## config.mk

```make
export PLATFORM = sky130hd
export DESIGN_NAME = der_oid_arc_decoder_top
export DESIGN_NICKNAME = d
export VERILOG_FILES = /design/src/rtl/core/derarc_pkg.sv /design/src/rtl/core/der_oid_arc_decoder_top.sv
export SDC_FILE = /design/constraint.sdc
export NUM_CORES = 1
export LEC_CHECK = 0
export ABC_AREA = 1
export BUFFER_PORTS_ARGS = -buffer_cell sky130_fd_sc_hd__buf_4
export CAP_MARGIN = 20
export CORE_MARGIN = 5
export CORE_UTILIZATION = 56
export DETAILED_ROUTE_END_ITERATION = 7
export PLACE_DENSITY = 0.85
export SLEW_MARGIN = 20
export SYNTH_ARGS = -nofsm -noshare
export SYNTH_HDL_FRONTEND = slang
export SYNTH_SLANG_ARGS = --single-unit
```

## constraint.sdc

```tcl
create_clock -name i_clk -period 4.5 [get_ports i_clk]
set_clock_uncertainty 0.15 [all_clocks]
set_input_delay 0.45 -clock i_clk [delete_from_list [all_inputs] [get_ports i_clk]]
set_output_delay 0.45 -clock i_clk [all_outputs]
set_load 0.01 [all_outputs]
```

## src/rtl/core/derarc_pkg.sv

```systemverilog
// shared types, codes and helpers for the der object identifier arc decoder
`default_nettype none

package derarc_pkg;

    // reset value of the content length limit
    localparam logic [31:0] C_MAX_CONTENT_RST = 32'h0000_ffff;
    // first content byte splits into byte / 40 and byte % 40
    localparam int unsigned C_FIRST_DIV = 40;
    // reciprocal of 40 scaled by 2^13, exact for all 8-bit values
    localparam logic [7:0]  C_DIV40_MUL   = 8'd205;
    localparam int unsigned C_DIV40_SHIFT = 13;
    // continuation / long-form flag and 7-bit group mask
    localparam int unsigned C_CONT_BIT = 7;
    localparam logic [6:0]  C_GROUP_MASK = 7'h7f;
    // largest number of long-form length bytes
    localparam logic [6:0]  C_MAX_LEN_BYTES = 7'd4;

    typedef enum logic [2:0] {
        PH_IDLE    = 3'd0,
        PH_LEN     = 3'd1,
        PH_LENLONG = 3'd2,
        PH_FIRST   = 3'd3,
        PH_ARCS    = 3'd4
    } t_phase;

    typedef enum logic [1:0] {
        ST_ARC       = 2'd0,
        ST_EMPTY     = 2'd1,
        ST_TOO_LONG  = 2'd2,
        ST_LEN_WIDE  = 2'd3
    } t_status;

    typedef struct packed {
        logic [31:0] arc_value;
        t_status     status;
        logic        last;
        logic [31:0] element_length;
    } t_result;

    // quotient of an 8-bit value by 40
    function automatic logic [2:0] f_div40(input logic [7:0] b);
        logic [15:0] prod;
        prod = 16'(b) * 16'(C_DIV40_MUL);
        return prod[15:C_DIV40_SHIFT];
    endfunction

    // remainder of an 8-bit value by 40
    function automatic logic [5:0] f_mod40(input logic [7:0] b);
        logic [7:0] prod;
        prod = 8'(f_div40(b)) * 8'(C_FIRST_DIV);
        return 6'(b - prod);
    endfunction

endpackage

`default_nettype wire

```

## src/rtl/core/der_oid_arc_decoder_top.sv

```systemverilog
// der object identifier decoder: byte stream in, one arc per result item out
//
// Usage:
//   Input channel (i_in_valid / o_in_ready) takes one byte of an encoded
//   object identifier element per item; i_start_req marks the tag byte and
//   restarts decoding whatever was in progress. Output channel
//   (o_out_valid / i_out_ready) delivers arcs, or one error/empty item,
//   with o_last on the final item of an element and o_element_length then
//   giving header plus content bytes consumed.
//   Config channel (i_cfg_valid / o_cfg_ready) writes max_content; it is
//   always ready and is meant to be written while the block is idle.
// Timing:
//   A byte is held in the input register, is decoded there and its
//   results enter a three-slot result queue, whose head drives the
//   outputs. One byte per cycle is sustained; the extra result of the
//   first content byte is absorbed by the queue, so the input stalls
//   only when the receiver holds off.
// Reset and stalls:
//   Synchronous active-low reset empties the queue, drops the held byte,
//   returns to idle awaiting a tag and sets max_content to 65535. When the
//   receiver stalls, the queue fills and o_in_ready falls; nothing is lost.
`default_nettype none

module der_oid_arc_decoder_top (
    input  wire logic                  i_clk,
    input  wire logic                  i_rst_n,
    // config write channel
    input  wire logic                  i_cfg_valid,
    output logic                       o_cfg_ready,
    input  wire logic [31:0]           i_cfg_max_content,
    // byte input channel
    input  wire logic                  i_in_valid,
    output logic                       o_in_ready,
    input  wire logic [7:0]            i_data_byte,
    input  wire logic                  i_start_req,
    // result output channel
    output logic                       o_out_valid,
    input  wire logic                  i_out_ready,
    output logic [31:0]                o_arc_value,
    output logic [1:0]                 o_status,
    output logic                       o_last,
    output logic [31:0]                o_element_length
);
    import derarc_pkg::*;

    localparam int unsigned QDEPTH = 3;

    // configuration
    logic [31:0] r_max_content;

    // input register
    logic        r_in_valid;
    logic [7:0]  r_in_byte;
    logic        r_in_start;

    // decode state
    t_phase      r_phase, n_phase;
    logic [2:0]  r_lbl, n_lbl;
    logic [31:0] r_cl, n_cl;
    logic [31:0] r_seen, n_seen;
    logic [31:0] r_acc, n_acc;
    logic [2:0]  r_hc, n_hc;

    // result queue, slot 0 is the head
    t_result     r_q [QDEPTH];
    t_result     n_q [QDEPTH];
    logic [1:0]  r_cnt, n_cnt;

    // decode outputs
    t_result     res0, res1;
    logic [1:0]  push_n;

    logic        pop, advance;
    logic [1:0]  cnt_p;

    // shared decode terms
    logic [7:0]  c;
    logic [6:0]  len_n;
    logic [31:0] long_cl;
    logic [2:0]  lbl_dec;
    logic [31:0] seen_inc;
    logic [31:0] acc_new;
    logic        arcs_end;
    logic        len_done;
    logic [31:0] done_cl;
    logic        done_empty;
    logic        done_big;
    logic [31:0] hc_inc_len;

    assign c        = r_in_byte;
    assign len_n    = c[6:0] & C_GROUP_MASK;
    assign long_cl  = {r_cl[23:0], c};
    assign lbl_dec  = r_lbl - 3'd1;
    assign seen_inc = r_seen + 32'd1;
    assign acc_new  = {r_acc[24:0], c[6:0] & C_GROUP_MASK};
    assign arcs_end = seen_inc >= r_cl;
    assign hc_inc_len = 32'(r_hc + 3'd1);

    // length completion: short form, indefinite long form, or last long byte
    always_comb begin
        len_done = 1'b0;
        done_cl  = 32'd0;
        if (r_phase == PH_LEN && !c[C_CONT_BIT]) begin
            len_done = 1'b1;
            done_cl  = 32'(c);
        end else if (r_phase == PH_LEN && len_n == 7'd0) begin
            len_done = 1'b1;
        end else if (r_phase == PH_LENLONG && lbl_dec == 3'd0) begin
            len_done = 1'b1;
            done_cl  = long_cl;
        end
    end
    assign done_empty = done_cl == 32'd0;
    assign done_big   = done_cl > r_max_content;

    // queue control
    assign pop     = (r_cnt != 2'd0) && i_out_ready;
    assign cnt_p   = r_cnt - 2'(pop);
    assign advance = r_in_valid && (cnt_p <= 2'd1);

    assign o_in_ready  = !r_in_valid || advance;
    assign o_cfg_ready = 1'b1;

    // next phase
    always_comb begin
        n_phase = r_phase;
        if (r_in_start) begin
            n_phase = PH_LEN;
        end else begin
            unique case (r_phase)
                PH_IDLE: begin
                    n_phase = PH_IDLE;
                end
                PH_LEN: begin
                    if (len_done) begin
                        n_phase = (done_empty || done_big) ? PH_IDLE : PH_FIRST;
                    end else if (len_n > C_MAX_LEN_BYTES) begin
                        n_phase = PH_IDLE;
                    end else begin
                        n_phase = PH_LENLONG;
                    end
                end
                PH_LENLONG: begin
                    if (len_done) begin
                        n_phase = (done_empty || done_big) ? PH_IDLE : PH_FIRST;
                    end
                end
                PH_FIRST: begin
                    n_phase = (r_cl == 32'd1) ? PH_IDLE : PH_ARCS;
                end
                PH_ARCS: begin
                    if (arcs_end) begin
                        n_phase = PH_IDLE;
                    end
                end
                default: begin
                    n_phase = PH_IDLE;
                end
            endcase
        end
    end

    // datapath next values and results
    always_comb begin
        n_lbl  = r_lbl;
        n_cl   = r_cl;
        n_seen = r_seen;
        n_acc  = r_acc;
        n_hc   = r_hc;
        res0   = '{arc_value: 32'd0, status: ST_ARC, last: 1'b0, element_length: 32'd0};
        res1   = res0;
        push_n = 2'd0;
        if (r_in_start) begin
            n_hc   = 3'd1;
            n_lbl  = 3'd0;
            n_cl   = 32'd0;
            n_seen = 32'd0;
            n_acc  = 32'd0;
        end else begin
            unique case (r_phase)
                PH_IDLE: begin
                    push_n = 2'd0;
                end
                PH_LEN, PH_LENLONG: begin
                    n_hc = r_hc + 3'd1;
                    if (r_phase == PH_LENLONG) begin
                        n_cl  = long_cl;
                        n_lbl = lbl_dec;
                    end else if (c[C_CONT_BIT]) begin
                        n_cl  = 32'd0;
                        n_lbl = len_n[2:0];
                    end else begin
                        n_cl  = 32'(c);
                    end
                    if (len_done && (done_empty || done_big)) begin
                        push_n              = 2'd1;
                        res0.status         = done_empty ? ST_EMPTY : ST_TOO_LONG;
                        res0.last           = 1'b1;
                        res0.element_length = hc_inc_len;
                    end else if (!len_done && r_phase == PH_LEN
                                 && len_n > C_MAX_LEN_BYTES) begin
                        push_n              = 2'd1;
                        res0.status         = ST_LEN_WIDE;
                        res0.last           = 1'b1;
                        res0.element_length = hc_inc_len;
                    end
                end
                PH_FIRST: begin
                    n_seen          = 32'd1;
                    n_acc           = 32'd0;
                    push_n          = 2'd2;
                    res0.arc_value  = 32'(f_div40(c));
                    res1.arc_value  = 32'(f_mod40(c));
                    if (r_cl == 32'd1) begin
                        res1.last           = 1'b1;
                        res1.element_length = 32'(r_hc) + 32'd1;
                    end
                end
                PH_ARCS: begin
                    n_seen = seen_inc;
                    n_acc  = acc_new;
                    if (!c[C_CONT_BIT] || arcs_end) begin
                        n_acc          = 32'd0;
                        push_n         = 2'd1;
                        res0.arc_value = acc_new;
                        if (arcs_end) begin
                            res0.last           = 1'b1;
                            res0.element_length = 32'(r_hc) + seen_inc;
                        end
                    end
                end
                default: begin
                    push_n = 2'd0;
                end
            endcase
        end
    end

    // queue next contents: shift on pop, then append new results
    always_comb begin
        for (int k = 0; k < QDEPTH; k++) begin
            if (pop && k < QDEPTH - 1) begin
                n_q[k] = r_q[k + 1];
            end else begin
                n_q[k] = r_q[k];
            end
        end
        n_cnt = cnt_p;
        if (advance) begin
            for (int k = 0; k < QDEPTH; k++) begin
                if (push_n != 2'd0 && 2'(k) == cnt_p) begin
                    n_q[k] = res0;
                end
                if (push_n == 2'd2 && 2'(k) == cnt_p + 2'd1) begin
                    n_q[k] = res1;
                end
            end
            n_cnt = cnt_p + push_n;
        end
    end

    // control registers
    always_ff @(posedge i_clk) begin
        if (!i_rst_n) begin
            r_max_content <= C_MAX_CONTENT_RST;
            r_in_valid    <= 1'b0;
            r_phase       <= PH_IDLE;
            r_lbl         <= 3'd0;
            r_cl          <= 32'd0;
            r_seen        <= 32'd0;
            r_acc         <= 32'd0;
            r_hc          <= 3'd0;
            r_cnt         <= 2'd0;
        end else begin
            if (i_cfg_valid) begin
                r_max_content <= i_cfg_max_content;
            end
            if (o_in_ready) begin
                r_in_valid <= i_in_valid;
            end
            if (advance) begin
                r_phase <= n_phase;
                r_lbl   <= n_lbl;
                r_cl    <= n_cl;
                r_seen  <= n_seen;
                r_acc   <= n_acc;
                r_hc    <= n_hc;
            end
            r_cnt <= n_cnt;
        end
    end

    // payload registers
    always_ff @(posedge i_clk) begin
        if (o_in_ready && i_in_valid) begin
            r_in_byte  <= i_data_byte;
            r_in_start <= i_start_req;
        end
        for (int k = 0; k < QDEPTH; k++) begin
            r_q[k] <= n_q[k];
        end
    end

    // output from queue head
    assign o_out_valid      = r_cnt != 2'd0;
    assign o_arc_value      = r_q[0].arc_value;
    assign o_status         = r_q[0].status;
    assign o_last           = r_q[0].last;
    assign o_element_length = r_q[0].element_length;

    // error and empty items always close the element
    a_status_last : assert property (@(posedge i_clk) disable iff (!i_rst_n)
        o_out_valid && (o_status != ST_ARC) |-> o_last)
        else $error("non-arc status without last");

    // length is reported only on the final item
    a_len_only_last : assert property (@(posedge i_clk) disable iff (!i_rst_n)
        o_out_valid && !o_last |-> (o_element_length == 32'd0))
        else $error("element length on non-final item");

    // queue never overfills
    a_queue_room : assert property (@(posedge i_clk) disable iff (!i_rst_n)
        advance |-> (3'(cnt_p) + 3'(push_n)) <= 3'(QDEPTH))
        else $error("result queue overflow");

    // a tag byte always restarts length parsing
    a_tag_restart : assert property (@(posedge i_clk) disable iff (!i_rst_n)
        advance && r_in_start |=> r_phase == PH_LEN)
        else $error("tag byte did not restart element");

    // only the first content byte yields two results
    a_push_bound : assert property (@(posedge i_clk) disable iff (!i_rst_n)
        advance && (push_n == 2'd2) |-> r_phase == PH_FIRST)
        else $error("two results outside first content byte");

endmodule

`default_nettype wire
```

* Word-level counts from Yosys, hierarchy flattened
Memories as Yosys holds them, arrays and structs flattened. Index checks and enable logic that the tools add are counted.
Word-level totals: register bits after elaboration 142, memories kept 1, memory bits (writable) 201, output and inout bits 70, logic and storage cells 134
Memory list:
- r_q | depth 3, width 67, rd ports 3, clocked after memory_dff 0, wr ports 3, RTL line der_oid_arc_decoder_top.sv:65 | t_result r_q [QDEPTH];
Cells by class: reductions and logical operators 36, multipliers 2, equal/unequal tests 12, magnitude comparators 4, multiplexer cells 59, add/subtract/negate cells 9
Operator list (number):
- two-way mux 67 bit | 9
- two-way mux 32 bit | 8
- two-way mux 201 bit | 1
- two-way mux 33 bit | 5
- case mux 32 bit (2 select lines) | 2
- two-way mux 35 bit | 2
- case mux 33 bit (2 select lines) | 1
- two-way mux 25 bit | 2
- case mux 25 bit (2 select lines) | 1
- adder 3 x 32 -> 32 bit | 1
- adder 32 x 1 -> 32 bit, second input constant | 1
- equality test 32 x 1 -> 1 bit, second input constant | 1
- greater-or-equal comparator 32 bit | 1
- greater-than comparator 32 bit | 1
- logical NOT 32 bit | 1
- two-way mux 3 bit | 10
- multiplier 8 x 8 -> 16 bit, second input constant | 1
- two-way mux 2 bit | 8
- logical AND 1 bit | 15
- two-way mux 6 bit | 2
- case mux 3 bit (4 select lines) | 1
- greater-than comparator 7 x 3 -> 1 bit, second input constant | 1
- logical NOT 7 bit | 1
- two-way mux 7 bit | 1
- 27 further kinds | 45

* Longest topological paths before layout
depth in word-level cells 18, depth in mapped cells 32, depth with buffers taken out 31

* Worst setup path after synthesis
No wires, ideal clock.
kind reg2reg, start point register r_in_byte[2] (netlist: c[2]), end point memory r_q[0][174] (netlist name) (data pin), setup slack -0.487 ns, setup time 0.255 ns, data required time 4.095 ns, cell stages (with the launch flop) 22, arrival time 4.582 ns, clock period less this slack 4.987 ns, cells stage by stage edfxtp_1 > ha_1 > inv_1 > fa_1 > fa_1 > inv_1 > fa_1 > ha_1 > a21oi_1 > o21ai_0 > nand2_1 > nand3_1 > or2_2 > nand2_1 > inv_1 > ha_1 > fa_1 > xnor2_1 > xor2_1 > xor2_1 > nand2_1 > nand2_1
RTL lines:
- start: declaration | RTL line der_oid_arc_decoder_top.sv:53 | logic [7:0] r_in_byte;
- start signal: assignment | RTL line der_oid_arc_decoder_top.sv:296 | r_in_byte <= i_data_byte;
- end: declaration | RTL line der_oid_arc_decoder_top.sv:65

==> flow_summary.yaml <==
run_status:
  status: "finished with violations"
  failed_checks: "negative setup slack"
global_routing:
  globalRouteTotalUtil: 0.276
  antenna_violations_before_repair: 0
  first_global_vias: 18581
  grt_remaining_overflow: 0
  grt_start_max_net_pins: 118
  grt_first_pass_wirelength_mm: 94.0
setup_path:
  r2r_start: "c[2]"
  critical_path.n_buffers_inverters: 3
  critPathCaptureType: "flip-flop"
  cp_slowest_stage_delay_ps: 520
  worstSetupPathType: "flip-flop to flip-flop"
  cp_cell_sequence: "ha_1 -> inv_1 -> fa_1 -> fa_1 -> inv_1 -> fa_1 -> ha_4 -> a21oi_2 -> o21ai_1 -> nand2_1 -> nand3_2 -> or2_4 -> nand2_2 -> inv_2 -> ha_4 -> fa_2 -> xnor2_2 -> xor2_1 -> xor2_1 -> o21ai_1 -> a21boi_1"
  timing.critical_path.required_ps: 4840
  path_depth: 21
  worst_ep_arrival_time_ps: 5140
  worst_setup_path_startpoint: "c[2]"
  worst-path-max-fanout: 4
  critPathMostFrequentCell: "fa_1"
  critPathLaunchType: "flip-flop"
  critical-path-top-delay-family: "adder cells"
  critPathSlowestCell: "fa_1"
  ff2ff_path_depth: 21
sta:
  report.final.setup_viol: 2
  endpoints_failing_hold: 0
  worstMarginPinSlew_ps: 1080
  fmax_mhz: 209
  finalWorstPathRequiredPeriod_ps: 4790
  finalMaxSlewViolations: 0
  layout_worst_path_cycle_share: 1.07
  worst_slack_ps: -294
  rsz_0062_raised_after_global_routing: "true"
  max_slew_headroom: 0.278
cts:
  htreeDepth: 2
  clock_sinks: 343
  clkTransAtPathRegs_ps: 60
  clk_root_buffer_cell: "clkbuf_16"
  numCtsBuffers: 38
  clock_insertion_delay_worst_skew_ps: 580
  clock_tree_from_tritoncts: "built"
  max-clock-path-buffers: 3
placed_design:
  globalplace.congestion: 0.979
  io_buffers: 114
  post-dp-hpwl_mm: 41.7
  detailedPlace.worstSlack_ps: -386
route:
  detail-route-antenna-nets: 0
  wirelength_routed_mm: 58.9
  drt_pass1_iterations: 8
  route.vias.total: 19800
  post_drt_via_cell_ratio: 5.69
  average_wire_per_standard_cell_um: 16.9
  first_iter_violations: 2122
  drc_errors: 0
pwr:
  power.ir.vdd_worst_v: 0.000363
  powerDensity_mw_per_mm2: 545
  p_leak_nw: 11.4
layout:
  final_cell_mix: "687 x nand2_1, 342 x inv_1, 272 x o21ai_0, 265 x dfxtp_1, 241 x buf_4"
  antenna_cells: 0
  drive_gt1_frac: 0.151
  area_growth_syn_to_fin_pct: 15.4
  final_util: 0.653
  final_nets: 3164
  most_frequent_standard_cell_in_the_layout_excluding_fill_and_tap_cells: "nand2_1"
  fillers: 3046
synth:
  post_synth.cell_area_avg_um2: 7.23
  synth_nets: 3049
  synthesis.instances: 2867
  synth_edf_count: 76
  synth-seq-area-share: 0.368
  postSynthRegisterBits: 343
  post_synth_instance_area_mm2: 0.0207
  ys.warnings.count: 0
  synth_largest_area_cell: "dfxtp_1"
  synthDistinctLibCells: 57
  yosysTopAreaCellShare: 0.258
  yosys_most_used_dff: "dfxtp_1"
  synth_area_leaders: "dfxtp_1 26%, nand2_1 13%, edfxtp_1 11%"
  synthArstFlopShare: 0
floorplan:
  core.rowCount: 70
  pin_count: 116
  die_width_um: 202
  initial_core_util: 0.566
  die_height_um: 202
  overall_die_area_mm2: 0.0410
  core_area_mm2: 0.0366
min_path:
  hold_path.class: "input port to flip-flop"
  hold_path_depth: 3
  worstHoldStart: "i_cfg_max_content[28]"
flow_run:
  maxCapViolCount: 0
==> path summary, 6_finish.rpt <==
path | to | slack (ps)
setup / recovery | r_q[0][107] | -290
hold / removal | r_max_content[28] | 20
setup reg to reg | r_q[0][107] | -290
hold reg to reg | r_max_content[19] | 310
==> synthesized netlist by cell type, drive strengths merged (27+ instances only) <==
master / count
edfxtp: 76
o21ai: 323
clkbuf: 95
nor2: 195
ha: 123
nor3: 27
a21oi: 155
nand3: 221
nand2: 706
inv: 361
buf: 105
nand4: 29
dfxtp: 267
==> registers in the layout, indices dropped and copies added, names as in the netlist, 8 cells and up <==
| name | flops |
|---|---|
| c | 8 |
| r_q | 201 |
| r_seen | 32 |
| r_max_content | 32 |
| r_cl | 32 |
| r_acc | 25 |
==> repair_timing <==
action / CTS / global route
hold buffers: 24 / 0
pin swaps: 10 / 9
cloned: 0 / 0
hold endpoints to repair: 24 / 0
buffers inserted: 4 / 7
resized for setup: 5 / 38
endpoints found under the setup margin: 24 / 170
==> power breakdown <==
part	switching [W]	internal [W]	leakage (nW)
Clock	0.00135	0.00169	0.593
Combinational	0.00339	0.00232	7.73
Sequential	0.000393	0.00390	3.04
Total	0.00513	0.00791	11.4
==> per-layer routing <==
layer  up-vias  share of wire  GRT usage  routed length, um
met1      9230           0.43      0.376              25100
met3       107          0.086     0.0420               5090
met4         0          0.023     0.0846               1340
met2       898           0.47      0.456              27400
li1       9565              -          -                  -
met5         -              0          0                  0
==> per-stage QoR <==
| step | instances | total power, W | setup TNS, ps | hold slack [ps] | area, um^2 |
|---|---|---|---|---|---|
| 3_5_place_dp | 3375 | 0.00977 | -748 | 306 | 22200 |
| 5_1_grt | 3480 | 0.0140 | -1890 | 35.5 | 23900 |
| 3_3_place_gp | 3375 | 0.00951 | -606 | 306 | 22200 |
| 2_1_floorplan | 2867 | 0.00827 | -498 | 285 | 20800 |
| 4_1_cts | 3473 | 0.0129 | -584 | 5.99 | 23700 |
| 6_report | 3480 | 0.0130 | -540 | 20.1 | 23900 |
==> final cells by class <==
cell class,count,area [um^2],share of cell area
multi-input combinational,1960,10900,0.456
sequential,343,7630,0.319
timing repair buffer,275,2230,0.0931
inverter,364,1370,0.0574
clock buffer,46,1020,0.0427
tap,468,586,0.0245
clock inverter,24,178,0.00743
==> kinds of logic after synthesis <==
logic type,share of synthesized area
other cells,0.000181
buf+inv,0.119
compound gates,0.148
fa+ha+maj,0.0868
mux,0.00531
flops,0.368
simple gates,0.256
xor+xnor,0.0173
==> worst register-to-register path: cells and delay by family (launching register included) <==
kind	cells	cell delay, ps
flops	1	440
compound gates	4	480
xor+xnor	3	550
simple gates	4	450
fa+ha+maj	7	2520
buf+inv	3	160
(Power assumes the default switching activity.)
